[src/hw/rtl/msgd_pkg.sv]
// Shared constants, types and helpers for the minibatch SGD core.
`default_nettype none
package msgd_pkg;

  localparam int unsigned NumCoefs = 8;
  localparam int unsigned NumFeat  = NumCoefs - 1;
  localparam int unsigned IdxW     = $clog2(NumCoefs);
  localparam int unsigned FeatIdxW = $clog2(NumFeat);

  // Configuration register indexes.
  localparam logic [1:0] CFG_FEATURE_COUNT = 2'd0;
  localparam logic [1:0] CFG_BATCH_SIZE    = 2'd1;
  localparam logic [1:0] CFG_LEARNING_RATE = 2'd2;
  localparam logic [1:0] CFG_EPOCH_NUMBER  = 2'd3;

  localparam logic CMD_LOAD = 1'b0;
  localparam logic CMD_DATA = 1'b1;

  localparam logic [34:0] STEP_CAP = 35'h4_0000_0000;

  typedef enum logic [4:0] {
    OP_NONE,
    OP_ACCEPT,
    OP_DOT_MUL,
    OP_DOT_ACC,
    OP_RES,
    OP_WS_MUL,
    OP_WS_ACC,
    OP_DIV_LD,
    OP_DIV_STEP,
    OP_SQ_MUL,
    OP_SQ_ADD,
    OP_ST_MUL0,
    OP_ST_MUL1,
    OP_ST_UPD,
    OP_NORM_LD,
    OP_SQRT_STEP,
    OP_NORM_FIN,
    OP_EMIT
  } op_e;

  typedef struct packed {
    op_e              op;
    logic [IdxW-1:0]  idx;
  } ctl_t;

  typedef struct packed {
    logic             is_target;
    logic             batch_full;
    logic             out_free;
    logic [IdxW-1:0]  feat_n;
  } sts_t;

  // Effective feature count: zero counts as one.
  function automatic logic [IdxW-1:0] feat_eff(input logic [2:0] fc);
    logic [IdxW-1:0] f;
    f = (fc == 3'd0) ? IdxW'(1) : IdxW'(fc);
    return f;
  endfunction

endpackage
`default_nettype wire

[src/hw/rtl/msgd_ctrl.sv]
// Sequencer that steps the datapath through rows, batch closes and reports.
`default_nettype none
module msgd_ctrl
  import msgd_pkg::*;
(
  input  wire logic clk_i,
  input  wire logic rst_ni,
  input  wire logic in_valid_i,
  output logic      in_ready_o,
  input  sts_t      sts_i,
  output ctl_t      ctl_o
);

  localparam logic [4:0] S_IDLE     = 5'd0;
  localparam logic [4:0] S_DOT_MUL  = 5'd1;
  localparam logic [4:0] S_DOT_ACC  = 5'd2;
  localparam logic [4:0] S_RES      = 5'd3;
  localparam logic [4:0] S_WS_MUL   = 5'd4;
  localparam logic [4:0] S_WS_ACC   = 5'd5;
  localparam logic [4:0] S_CHK      = 5'd6;
  localparam logic [4:0] S_DIV_LD   = 5'd7;
  localparam logic [4:0] S_DIV      = 5'd8;
  localparam logic [4:0] S_SQ_MUL   = 5'd9;
  localparam logic [4:0] S_SQ_ADD   = 5'd10;
  localparam logic [4:0] S_ST0      = 5'd11;
  localparam logic [4:0] S_ST1      = 5'd12;
  localparam logic [4:0] S_ST_UPD   = 5'd13;
  localparam logic [4:0] S_NORM_LD  = 5'd14;
  localparam logic [4:0] S_SQRT     = 5'd15;
  localparam logic [4:0] S_NORM_FIN = 5'd16;
  localparam logic [4:0] S_EMIT     = 5'd17;

  localparam logic [6:0] DIV_ITERS  = 7'd63;
  localparam logic [6:0] SQRT_ITERS = 7'd31;

  logic [4:0]      state_q, state_d;
  logic [IdxW-1:0] idx_q, idx_d;
  logic [6:0]      cnt_q, cnt_d;
  logic [IdxW-1:0] idx_inc;

  assign idx_inc    = idx_q + IdxW'(1);
  assign in_ready_o = (state_q == S_IDLE);

  always_comb begin
    state_d    = state_q;
    idx_d      = idx_q;
    cnt_d      = cnt_q;
    ctl_o.op   = OP_NONE;
    ctl_o.idx  = idx_q;
    unique case (state_q)
      S_IDLE: begin
        if (in_valid_i) begin
          ctl_o.op = OP_ACCEPT;
          if (sts_i.is_target) begin
            idx_d   = '0;
            state_d = S_DOT_MUL;
          end
        end
      end
      S_DOT_MUL: begin
        ctl_o.op = OP_DOT_MUL;
        state_d  = S_DOT_ACC;
      end
      S_DOT_ACC: begin
        ctl_o.op = OP_DOT_ACC;
        idx_d    = idx_inc;
        state_d  = (idx_inc == sts_i.feat_n) ? S_RES : S_DOT_MUL;
      end
      S_RES: begin
        ctl_o.op = OP_RES;
        idx_d    = '0;
        state_d  = S_WS_MUL;
      end
      S_WS_MUL: begin
        ctl_o.op = OP_WS_MUL;
        state_d  = S_WS_ACC;
      end
      S_WS_ACC: begin
        ctl_o.op = OP_WS_ACC;
        idx_d    = idx_inc;
        state_d  = (idx_inc == sts_i.feat_n) ? S_CHK : S_WS_MUL;
      end
      S_CHK: begin
        idx_d   = '0;
        state_d = sts_i.batch_full ? S_DIV_LD : S_IDLE;
      end
      S_DIV_LD: begin
        ctl_o.op = OP_DIV_LD;
        cnt_d    = DIV_ITERS;
        state_d  = S_DIV;
      end
      S_DIV: begin
        ctl_o.op = OP_DIV_STEP;
        cnt_d    = cnt_q - 7'd1;
        if (cnt_q == '0) begin
          state_d = S_SQ_MUL;
        end
      end
      S_SQ_MUL: begin
        ctl_o.op = OP_SQ_MUL;
        state_d  = S_SQ_ADD;
      end
      S_SQ_ADD: begin
        ctl_o.op = OP_SQ_ADD;
        state_d  = S_ST0;
      end
      S_ST0: begin
        ctl_o.op = OP_ST_MUL0;
        state_d  = S_ST1;
      end
      S_ST1: begin
        ctl_o.op = OP_ST_MUL1;
        state_d  = S_ST_UPD;
      end
      S_ST_UPD: begin
        ctl_o.op = OP_ST_UPD;
        idx_d    = idx_inc;
        state_d  = (idx_q == sts_i.feat_n) ? S_NORM_LD : S_DIV_LD;
      end
      S_NORM_LD: begin
        ctl_o.op = OP_NORM_LD;
        cnt_d    = SQRT_ITERS;
        state_d  = S_SQRT;
      end
      S_SQRT: begin
        ctl_o.op = OP_SQRT_STEP;
        cnt_d    = cnt_q - 7'd1;
        if (cnt_q == '0) begin
          state_d = S_NORM_FIN;
        end
      end
      S_NORM_FIN: begin
        ctl_o.op = OP_NORM_FIN;
        idx_d    = '0;
        state_d  = S_EMIT;
      end
      S_EMIT: begin
        if (sts_i.out_free) begin
          ctl_o.op = OP_EMIT;
          idx_d    = idx_inc;
          if (idx_q == sts_i.feat_n) begin
            state_d = S_IDLE;
          end
        end
      end
      default: begin
        state_d = S_IDLE;
      end
    endcase
  end

  always_ff @(posedge clk_i or negedge rst_ni) begin
    if (!rst_ni) begin
      state_q <= S_IDLE;
      idx_q   <= '0;
      cnt_q   <= '0;
    end else begin
      state_q <= state_d;
      idx_q   <= idx_d;
      cnt_q   <= cnt_d;
    end
  end

endmodule
`default_nettype wire

[config.mk]
export PLATFORM = sky130hd
export DESIGN_NAME = msgd_ctrl
export DESIGN_NICKNAME = d
export VERILOG_FILES = /design/src/hw/rtl/msgd_pkg.sv /design/src/hw/rtl/msgd_ctrl.sv
export SDC_FILE = /design/constraint.sdc
export NUM_CORES = 1
export LEC_CHECK = 0
export ABC_AREA = 1
export BUFFER_PORTS_ARGS = -buffer_cell sky130_fd_sc_hd__buf_2
export CORE_ASPECT_RATIO = 0.75
export CORE_MARGIN = 2
export CORE_UTILIZATION = 27
export DETAILED_ROUTE_END_ITERATION = 10
export GPL_TIMING_DRIVEN = 0
export SYNTH_ARGS = -nofsm -noshare
export SYNTH_HDL_FRONTEND = slang
export SYNTH_SLANG_ARGS = --single-unit
[constraint.sdc]
create_clock -name clk_i -period 1.9 [get_ports clk_i]
set_input_delay 0.475 -clock clk_i [delete_from_list [all_inputs] [get_ports clk_i]]
set_output_delay 0.475 -clock clk_i [all_outputs]
set_load 0.02 [all_outputs]
; Yosys cells after proc, flatten, opt, wreduce, memory -nomap -nowiden
; Cells that the tools add are included.
[op_classes]
n_mux = 19
reduce_logical = 9
addsub = 2
eq_ne = 25
[op_table]
columns = cell, n
row1 = $pmux 5 s18, 1
row2 = $pmux 5 s17, 1
row3 = $eq 5x4->1 const B, 8
row4 = $mux 5, 7
row5 = $pmux 7 s3, 1
row6 = $eq 5x3->1 const B, 4
row7 = $mux 3, 4
row8 = $pmux 3 s4, 1
row9 = $eq 5x2->1 const B, 2
row10 = $eq 5x5->1 const B, 2
row11 = $ne 2x2->1 const B, 5
row12 = $logic_not 7->1, 1
row13 = $sub 7x1->7 const B, 1
row14 = $eq 3x3->1, 2
row15 = $reduce_and 6->1, 1
row16 = $reduce_or 3->1, 2
row17 = $eq 5x1->1 const B, 1
row18 = $logic_not 5->1, 1
row19 = $mux 2, 2
row20 = $mux 4, 1
row21 = $reduce_and 4->1, 1
row22 = $reduce_bool 4->1, 1
row23 = $add 3x1->3 const B, 1
row24 = $reduce_bool 3->1, 1
row25 = 3 further kinds, 3
[totals]
output_inout_bits = 9
register_bits = 15

; Depth between registers and ports, before layout
; Gate-level depths: netlist of the first run.
[logic_depth]
ltp_word = 4
depth_mapped = 10
depth_no_buf = 10

; Worst setup path before layout of the first run
; OpenSTA, ideal clock, no wires.
[synth_timing]
path_type = register to output
from = reg state_q[2]
to = out ctl_o[3] in the netlist's numbering
setup_slack_ns = -0.011
n_path_buf = 0
t_arrival_ns = 1.436
path_stages_with_launch = 6
path_cell_list = dfrtp_1 > nor2_2 > nand2_1 > nor2_1 > a21oi_1 > o2111ai_1
[synth_rtl]
columns = item, line_no
row1 = from (decl), msgd_ctrl.sv:36  ; logic [4:0] state_q, state_d;
row2 = from (signal assigned), msgd_ctrl.sv:158  ; state_q <= state_d;
row3 = to (decl), msgd_ctrl.sv:11  ; output ctl_t ctl_o

==> key figures, run 1 <==
Status
  – Outcome: finished, violations left
  – Violations in the final reports: negative setup slack

Synth
  – Number of flops mapped to enable cells by yosys: 0
  – Most frequently used cell type in the post-synthesis netlist: nand2_1
  – Yosys Warn Count: 0
  – Netlist cell types: 25
  – Share of async-settable or async-resettable flops after synthesis: 1.000
  – Biggest area consumer among synthesized cells: dfrtp_1
  – Dominant synthesized flop cell: dfrtp_1
  – Net count after synthesis: 206
  – Top post-synthesis cells by count: 61 x nand2_1, 23 x nor2_1, 19 x inv_1, 19 x nand3_1, 15 x dfrtp_1
  – Cell area after synthesis: 1247 µm²
  – Top cells by area, synth: dfrtp_1 30%, nand2_1 18%, nand3_1 7.6%, nor2_1 6.9%, inv_1 5.7%
  – Post-synthesis cell count: 194
  – Flop and latch count out of synthesis: 15
  – Fraction of post-synthesis cell area in the top cell type by area: 0.3009
  – Post-synthesis sequential area ratio: 0.3009
  – Synth Area per Inst: 6.430 µm²

Setup path
  – Category of the worst setup path capture point: primary output
  – Data required time at the worst endpoint: 1420 ps
  – Kind of start point of the critical path: flip-flop
  – Type of the setup path with the least slack: flip-flop to primary output
  – Worst setup slack for register-to-register paths: 250 ps
  – Crit path arrival time: 1540 ps
  – Maximum fanout along the worst path: 5

Global route
  – Total global-route track usage: 0.1497
  – GRT Residual Overflow: 0
  – First-pass GRT wire length: 5989 µm
  – Antenna violations before repair: 0
  – Pin count of the biggest net entering global routing: 16
  – Number of global-route vias before repair: 1279

Clock network
  – Clock Pin Slew Worst Setup and Hold Paths: 70 ps
  – Inserted Clock Buffers: 3
  – # hold bufs at CTS: 0
  – TritonCTS clock tree: yes
  – Root Buffer: clkbuf_8
  – Number of sinks handled by clock tree synthesis: 15
  – Number of H-tree branching levels: 1
  – Maximum clock path buffer count: 2
  – Skew-Pair Late Insertion Delay: 250 ps

Die
  – Die width: 82.49 µm
  – Starting utilization of the core area: 0.2809
  – Core area: 4441 µm²
  – Site row count: 21
  – I/O pin count: 18
  – Area of the die: 5185 µm²
  – Floorplan die height: 62.87 µm

Timing
  – Period Utilization, post-route: 1.061
  – Max Slew Vio Count: 0
  – Post-layout worst setup margin: -115.3 ps
  – Unrepaired setup endpoints after global routing: yes
  – Worst-margin pin slew: 366.0 ps
  – Max Fclk: 496.2 MHz
  – Clock period minus final worst setup slack: 2015 ps
  – Worst slew margin: 0.7541
  – Worst hold-check slack: 121.3 ps
  – Worst Clk Skew: 12.14 ps
  – Number of hold violations in the final report: 0
  – Final count of negative-setup-slack endpoints: 4

Job
  – Number of max-capacitance violations reported: 0

Route
  – Iteration-0 DRC Markers: 140
  – Total wirelength of the detailed-routed design: 3751 µm
  – Post-detailed-route count of antenna-violating nets: 0
  – Detailed-route DRC error count: 0
  – Overall via count from detail_route: 1433
  – Total iterations of the first detailed-routing run: 4
  – Avg WL per Cell: 12.85 µm
  – Via-to-Cell Ratio: 4.908

Layout
  – Area taken by multi-input logic gates: 894.6 µm²
  – Growth of design area from synthesis to finish: 42.53%
  – Share of layout cells above drive strength 1: 0.3660
  – FILL cells: 426
  – Net count, final: 248
  – Number of antenna repair diodes: 0
  – Register area: 380.4 µm²

Power and ir drop
  – Power density relative to cell area: 1417 nW/µm²
  – Static Leak: 0.9445 nW
  – Maximum vdd drop: 0.6864 mV
  – Total power: 2.520 mW

Placement
  – Placer's final routability congestion estimate: 0.8390
  – Half-perimeter wire length of the detailed placement result: 2477 µm
  – Buffers on Ports: 17

Worst hold path
  – Type of the most critical hold path: primary input to asynchronous set/reset pin
placed cells by master (no fill, tap or decap):
cell       instances
a21boi_0           1
a21oi_1            7
a22oi_1            1
buf_12             1
buf_2             12
buf_4             19
buf_6              6
clkbuf_8           3
clkinv_2           1
dfrtp_1           11
dfrtp_2            4
ha_1               3
inv_1             16
inv_2              7
inv_6              1
nand2_1           53
nand2_2           10
nand2_4            3
nand3_1           17
nand3_2            2
nand3_4            1
nand4_1            6
nor2_1            15
nor2_2             4
nor2_4            10
nor3_1             4
nor3_2             1
o2111ai_1          1
o211ai_1           1
o21ai_0            2
o21ai_1            3
o21ai_4            1
xnor2_1            4
xor2_1             4
report_power, final:
group | internal [mW] | leakage (nW) | switching, mW
sequential | 0.409 | 0.166 | 0.119
clock | 0.145 | 0.0255 | 0.122
combinational | 0.715 | 0.753 | 1.01
total | 1.27 | 0.945 | 1.25
per-layer routing:
metal | GRT usage | routed length (µm) | vias to the layer above | part of all wire
met2 | 0.2127 | 1702 | 55 | 0.45
met1 | 0.2298 | 1756 | 664 | 0.47
met4 | 0.03125 | 63 | 0 | 0.017
li1 | - | - | 706 | -
met5 | 0 | 0 | - | 0
met3 | 0.03035 | 229 | 8 | 0.061
critical path, cell delays in order, from the launching register on:
cell and delay, ps:
dfrtp_2 450, inv_2 140, nor2_4 70, nand3_1 140, nand2_2 80, nor2_4 120
o2111ai_1 120, buf_4 170
state kept, by name (all words and copies together) (netlist names):
| register | flops |
|---|---|
| idx_q | 3 |
| state_q | 5 |
| cnt_q | 7 |
kinds of logic after synthesis:
family | count (synthesis) | share of synthesized area
xor+xnor | 8 | 0.05616
buf+inv | 25 | 0.08024
simple gates | 126 | 0.4463
fa+ha+maj | 3 | 0.03009
flops | 15 | 0.3009
compound gates | 17 | 0.08626
per-stage QoR:
| step | utilization | worst slack (ps) | instance area [µm²] | cells | TNS [ps] |
|---|---|---|---|---|---|
| after floorplan | - | 106.5 | 1250 | 194 | 0 |
| after global placement | 0.3167 | -29.97 | 1406 | 268 | -29.97 |
| after detailed placement | 0.3167 | -22.30 | 1406 | 268 | -22.30 |
| after CTS | 0.3742 | -75.76 | 1662 | 285 | -204.3 |
| after global routing | 0.4004 | -186.1 | 1778 | 292 | -687.2 |
| final | 0.4004 | -115.3 | 1778 | 292 | -311.8 |
worst paths after layout:
kind                             from          to  cells past startpoint
max in group asynchronous      rst_ni  state_q[0]                      1
hold / removal                 rst_ni    cnt_q[4]                      1
setup / recovery           state_q[0]    ctl_o[3]                      7
min in group clk_i           cnt_q[3]    cnt_q[3]                      2
hold reg to reg              cnt_q[3]    cnt_q[3]                      2
setup reg to reg           state_q[4]  state_q[4]                     10
timing repair:
action / 4_1_cts / 5_1_grt
resized for setup: 35 / 15
pin swaps: 9 / 10
setup buffers: 13 / 7
endpoints found under the setup margin: 5 / 5
cell type report:
cell class                 instances  share of cell area
tap                               57             0.04011
clock inverter                     1            0.002815
multi-input combinational        154              0.5032
clock buffer                       3             0.02322
buffer                             1            0.006334
inverter                          24             0.05348
sequential                        15              0.2139
timing repair buffer              37              0.1569
No activity file was read; power rests on OpenSTA's default activity.
==> inputs of run 2 (changes only) <==
Settings changed: CTS_BUF_LIST set to sky130_fd_sc_hd__clkbuf_16.
==> run 2 against run 1 <==
The run still ends with negative setup slack left. Combinational power increased by 2%. Die area unchanged. Sequential power increased by 3%. Critical path depth decreased by 1. Via count increased by 2.3%. Clock skew decreased by 7.2 ps.
==> key figures, run 2 (synthesized netlist as in run 1, its figures left out) <==
Clock network
  – Skew-Pair Late Insertion Delay: 250 ps (about the same)
  – Root Buffer: clkbuf_16
  – TritonCTS clock tree: yes
  – Number of sinks handled by clock tree synthesis: 15 (unchanged)
  – Number of H-tree branching levels: 1 (unchanged)
  – Inserted Clock Buffers: 3 (unchanged)
  – Maximum clock path buffer count: 2 (unchanged)
  – Clock Pin Slew Worst Setup and Hold Paths: 50 ps (-20 ps)

Layout
  – Util after Layout: 0.4207 (+0.02029)
  – Top reg by flops: cnt_q
  – Regs by FF count: cnt_q (7), state_q (5), idx_q (3)
  – Net count, final: 250 (+0.81%)
  – Number of antenna repair diodes: 0 (unchanged)
  – Commonest non-fill, non-tap cell in the layout: nand2_1
  – Final cell area excluding filler cells: 1868 µm² (+5.1%)
  – Growth of design area from synthesis to finish: 49.75%
  – Commonest cells after routing, fill and taps aside: 50 x nand2_1, 20 x buf_4, 15 x inv_1, 15 x nand3_1, 15 x nor2_1
  – Share of layout cells above drive strength 1: 0.4051 (+0.03911)
  – Largest register FFs: 7 (unchanged)

Die
  – Die width: 82.49 µm (unchanged)
  – Area of the die: 5185 µm² (unchanged)
  – Site row count: 21 (unchanged)
  – Starting utilization of the core area: 0.2809 (unchanged)
  – Floorplan die height: 62.87 µm (unchanged)
  – Core area: 4441 µm² (unchanged)
  – I/O pin count: 18 (unchanged)

Route
  – Post-detailed-route count of antenna-violating nets: 0 (unchanged)
  – Total iterations of the first detailed-routing run: 5 (+1)
  – Overall via count from detail_route: 1466 (+2.3%)
  – Via-to-Cell Ratio: 4.986 (+1.6%)
  – Detailed-route DRC error count: 0 (unchanged)
  – Avg WL per Cell: 13.80 µm (+7.4%)
  – Total wirelength of the detailed-routed design: 4058 µm (+8.2%)
  – Iteration-0 DRC Markers: 151 (+7.9%)

Timing
  – Final count of negative-setup-slack endpoints: 4 (unchanged)
  – Max Slew Vio Count: 0 (unchanged)
  – Post-layout worst setup margin: -138.3 ps (-23.07 ps)
  – Worst Clk Skew: 4.915 ps (-7.221 ps)
  – Unrepaired setup endpoints after global routing: yes
  – Max Fclk: 490.6 MHz (-1.1%)
  – Total negative setup slack: -387.8 ps (-76.06 ps)
  – Period Utilization, post-route: 1.073 (+0.01214)
  – Worst slew margin: 0.7609 (+0.006815)
  – Number of hold violations in the final report: 0 (unchanged)
  – Worst-margin pin slew: 355.9 ps (-10.14 ps)
  – Clock period minus final worst setup slack: 2038 ps (+23.07 ps)

Placement
  – Half-perimeter wire length of the detailed placement result: 2477 µm (unchanged)
  – Buffers on Ports: 17 (unchanged)
  – Post-place instance area: 1406 µm² (unchanged)
  – Placer's final routability congestion estimate: 0.8390 (unchanged)

Setup path
  – Maximum fanout along the worst path: 6 (+1)
  – Setup crit start: state_q[1]
  – Destination of the worst register-to-register timing path: idx_q[2]
  – Type of the setup path with the least slack: flip-flop to primary output
  – Kind of start point of the critical path: flip-flop
  – Category of the worst setup path capture point: primary output
  – Worst flop-to-flop path startpoint: state_q[0]
  – Worst setup slack for register-to-register paths: 190 ps (-60 ps)
  – Depth of the most critical reg-to-reg path: 11 (+1)
  – Data required time at the worst endpoint: 1420 ps (about the same)
  – Last element of the critical path: ctl_o[3]
  – Crit path arrival time: 1560 ps (+20 ps)

Global route
  – First-pass GRT wire length: 6120 µm (+2.2%)
  – Pin count of the biggest net entering global routing: 16 (unchanged)
  – Antenna violations before repair: 0 (unchanged)
  – GRT Residual Overflow: 0 (unchanged)
  – Number of global-route vias before repair: 1307 (+2.2%)
  – Total global-route track usage: 0.1532 (+0.003549)

Worst hold path
  – Type of the most critical hold path: primary input to asynchronous set/reset pin

Status
  – Outcome: finished, violations left
  – Violations in the final reports: negative setup slack

Job
  – Number of max-capacitance violations reported: 0 (unchanged)

Power and ir drop
  – Power density relative to cell area: 1458 nW/µm² (+2.9%)
  – Static Leak: 0.9813 nW (+3.9%)
  – Maximum vdd drop: 0.7195 mV (+4.8%)
run 2: cell count changes in the layout (fill, tap and decap cells not counted), sizes merged:
cell	before	now
buf	38	40
run 2: critical path, stage by stage (launching register included):
cell	delay (ps)
dfrtp_2	510
nor2_4	220
nand4_1	160
nand2_2	130
a21oi_2	50
o2111ai_2	60
buf_4	170
run 2: area by class of cell:
type                    count  area (µm²)
multi-input cells         154       927.1
repair buffers             39       297.8
well taps                  57       71.32
flip-flops and latches     15       380.4
clock buffers               3       75.07
fillers                   417        2572
clock inverters             1       5.005
plain buffers               1       11.26
inverters                  24       100.1
run 2: power by group:
part	total (mW)	switching [mW]	internal, mW	leakage, nW
Sequential	0.545	0.135	0.409	0.166
Clock	0.412	0.131	0.281	0.0409
Combinational	1.77	1.06	0.708	0.774
run 2: through the flow:
step	setup WS, ps	cells	total power [mW]	hold WS [ps]
after detailed placement	-22.30	268	1.688	410.4
after global placement	-29.97	268	1.684	409.5
after CTS	-49.79	287	2.449	144.0
after floorplan	106.5	194	1.383	179.4
after global routing	-182.5	294	2.910	158.5
final	-138.3	294	2.723	133.3
run 2: what timing repair did:
item / 4_1_cts / 5_1_grt
gates resized for setup: 40 / 22
pin swaps: 12 / 15
setup buffers: 15 / 7
endpoints found under the setup margin: 5 / 5
hold buffers: 0 / 0
run 2: worst min path at each step:
stage	start	to	slack (ps)	depth (start not counted)
3_5_place_dp	rst_ni	cnt_q[6]	410	1
5_1_grt	rst_ni	cnt_q[5]	160	1
4_1_cts	rst_ni	cnt_q[6]	140	1
2_1_floorplan	rst_ni	cnt_q[0]	180	0
3_3_place_gp	rst_ni	cnt_q[6]	410	1
6_report	rst_ni	cnt_q[2]	130	1
run 2: layer usage:
layer	GRT usage	wire, µm	up-vias
li1	-	-	717
met1	0.2289	1782	674
met2	0.2228	1840	63
met3	0.03035	332	12
met4	0.03750	102	0
met5	0	0	-
==> inputs of run 3 (changes only) <==
Settings changed: CORE_MARGIN 2 to not set, CTS_BUF_LIST sky130_fd_sc_hd__clkbuf_16 to sky130_fd_sc_hd__clkbuf_4.
==> run 3 against run 2 <==
The flow still finishes with violations (negative setup slack). Wire length increased by 1.4%. Setup slack got worse by 140 ps. Non-clock buffer count increased by 6. Clock power decreased by 50%.
==> key figures, run 3 (synthesized netlist as in run 1, its figures left out) <==
Die
  – Area of the die: 4899 µm² (-5.5%)
  – Core area: 4441 µm² (unchanged)
  – Die width: 80.49 µm (-2.4%)
  – Floorplan die height: 60.87 µm (-3.2%)
  – Starting utilization of the core area: 0.2809 (unchanged)
  – Site row count: 21 (unchanged)
  – I/O pin count: 18 (unchanged)

Timing
  – Worst-margin pin slew: 362.3 ps (+6.417 ps)
  – Clock period minus final worst setup slack: 2180 ps (+141.6 ps)
  – Max Slew Vio Count: 0 (unchanged)
  – Worst Clk Skew: 6.575 ps (+1.659 ps)
  – Number of hold violations in the final report: 0 (unchanged)
  – Unrepaired setup endpoints after global routing: yes
  – Total negative setup slack: -731.7 ps (-343.9 ps)
  – Worst slew margin: 0.7585 (-0.002452)
  – Period Utilization, post-route: 1.147 (+0.07451)
  – Post-layout worst setup margin: -279.9 ps (-141.6 ps)
  – Max Fclk: 458.7 MHz (-6.5%)
  – Final count of negative-setup-slack endpoints: 4 (unchanged)

Layout
  – Net count, final: 256 (+2.4%)
  – Number of antenna repair diodes: 0 (unchanged)
  – Commonest cells after routing, fill and taps aside: 51 x nand2_1, 29 x buf_4, 15 x inv_1, 15 x nand3_1, 15 x nor2_1
  – Util after Layout: 0.4136 (-0.007044)
  – Regs by FF count: cnt_q (7), state_q (5), idx_q (3)
  – Commonest non-fill, non-tap cell in the layout: nand2_1
  – Top reg by flops: cnt_q
  – Growth of design area from synthesis to finish: 47.24%
  – Share of layout cells above drive strength 1: 0.4074 (+0.002344)
  – Largest register FFs: 7 (unchanged)

Power and ir drop
  – Maximum vdd drop: 0.7835 mV (+8.9%)
  – Power density relative to cell area: 1377 nW/µm² (-5.5%)
  – Static Leak: 0.9709 nW (-1.1%)
  – Total power: 2.529 mW (-7.1%)

Setup path
  – Depth of the most critical reg-to-reg path: 11 (unchanged)
  – Crit path cell chain: nor2_4, buf_4, nand2_2, nand2_1, a21oi_1, o2111ai_1, buf_4
  – Peak per-stage delay on the critical path: 480 ps (-30 ps)
  – Crit path top cell by count: buf_4
  – Category of the worst setup path capture point: primary output
  – Data required time at the worst endpoint: 1420 ps (about the same)
  – Worst flop-to-flop path startpoint: state_q[0]
  – Maximum fanout along the worst path: 6 (unchanged)
  – Destination of the worst register-to-register timing path: idx_q[2]
  – Type of the setup path with the least slack: flip-flop to primary output
  – Worst setup slack for register-to-register paths: 180 ps (about the same)
  – Crit path arrival time: 1700 ps (+140 ps)
  – Kind of start point of the critical path: flip-flop
  – Master of the slowest instance on the critical path: dfrtp_2

Route
  – Post-detailed-route count of antenna-violating nets: 0 (unchanged)
  – Detailed-route DRC error count: 0 (unchanged)
  – Overall via count from detail_route: 1488 (+1.5%)
  – Total wirelength of the detailed-routed design: 4113 µm (+1.4%)
  – Iteration-0 DRC Markers: 205 (+36%)
  – Via-to-Cell Ratio: 4.960 (-0.53%)
  – Total iterations of the first detailed-routing run: 4 (-1)
  – Avg WL per Cell: 13.71 µm (-0.67%)

Clock network
  – # hold bufs at CTS: 0 (unchanged)
  – Skew-Pair Late Insertion Delay: 290 ps (+40 ps)
  – Root Buffer: clkbuf_4
  – Number of sinks handled by clock tree synthesis: 15 (unchanged)
  – Inserted Clock Buffers: 3 (unchanged)
  – TritonCTS clock tree: yes
  – Maximum clock path buffer count: 2 (unchanged)
  – Clock Pin Slew Worst Setup and Hold Paths: 100 ps (+50 ps)
  – Number of H-tree branching levels: 1 (unchanged)

Placement
  – Half-perimeter wire length of the detailed placement result: 2515 µm (+1.5%)
  – Buffers on Ports: 17 (unchanged)
  – Placement Setup Slack: -56.13 ps (-33.84 ps)
  – Placer's final routability congestion estimate: 0.8567 (+2.1%)

Global route
  – Pin count of the biggest net entering global routing: 16 (unchanged)
  – Total global-route track usage: 0.1764 (+0.02319)
  – First-pass GRT wire length: 6458 µm (+5.5%)
  – Antenna violations before repair: 0 (unchanged)
  – GRT Residual Overflow: 0 (unchanged)
  – Number of global-route vias before repair: 1387 (+6.1%)

Job
  – Number of max-capacitance violations reported: 0 (unchanged)

Status
  – Outcome: finished, violations left
  – Violations in the final reports: negative setup slack

Worst hold path
  – Type of the most critical hold path: primary input to asynchronous set/reset pin
run 3: per-stage QoR:
stage          area (µm²)  hold WS (ps)  instances
3_3_place_gp         1406         411.4        268
3_5_place_dp         1406         415.0        268
2_1_floorplan        1250         179.4        194
4_1_cts              1712         89.35        294
6_report             1837         76.72        300
5_1_grt              1837         92.49        300
run 3: cell type report:
| class | instances | area (µm²) |
|---|---|---|
| fill | 448 | 2604 |
| multi-input combinational | 154 | 912.1 |
| tap | 57 | 71.32 |
| clock buffer | 4 | 30.03 |
| buffer | 1 | 11.26 |
| timing repair buffer | 45 | 331.6 |
| inverter | 24 | 100.1 |
| sequential | 15 | 380.4 |
run 3: worst max path at each step:
stage / start / slack [ps] / cells after the start / to
CTS: state_q[0] / -150 / 6 / ctl_o[4]
detailed placement: state_q[0] / -60 / 7 / ctl_o[3]
global placement: state_q[0] / -60 / 7 / ctl_o[3]
floorplan: state_q[2] / 110 / 5 / ctl_o[3]
finish: state_q[2] / -280 / 7 / ctl_o[3]
global route: state_q[2] / -360 / 6 / ctl_o[3]
run 3: what timing repair did:
action	4_1_cts	5_1_grt
endpoints found under the hold margin	0	0
gates resized for setup	31	24
pin swaps	15	10
setup buffers	22	6
endpoints found under the setup margin	5	5
run 3: metal layers:
metal	vias to the layer above	wire [µm]	global-route usage
met1	653	1787	0.2252
li1	723	-	-
met3	25	379	0.04361
met4	0	129	0.04082
met2	87	1816	0.3039
met5	-	0	0
run 3: power by group:
part	total [mW]	internal (mW)	leakage, nW	switching (mW)
combinational	1.77	0.732	0.786	1.04
sequential	0.550	0.408	0.166	0.142
clock	0.207	0.0960	0.0184	0.111
total	2.53	1.24	0.971	1.29
run 3: critical path: cells and delay by family, from the launching register on:
family,cells,cell delay (ps)
flops,1,480
buf+inv,2,350
simple gates,3,250
compound gates,2,340
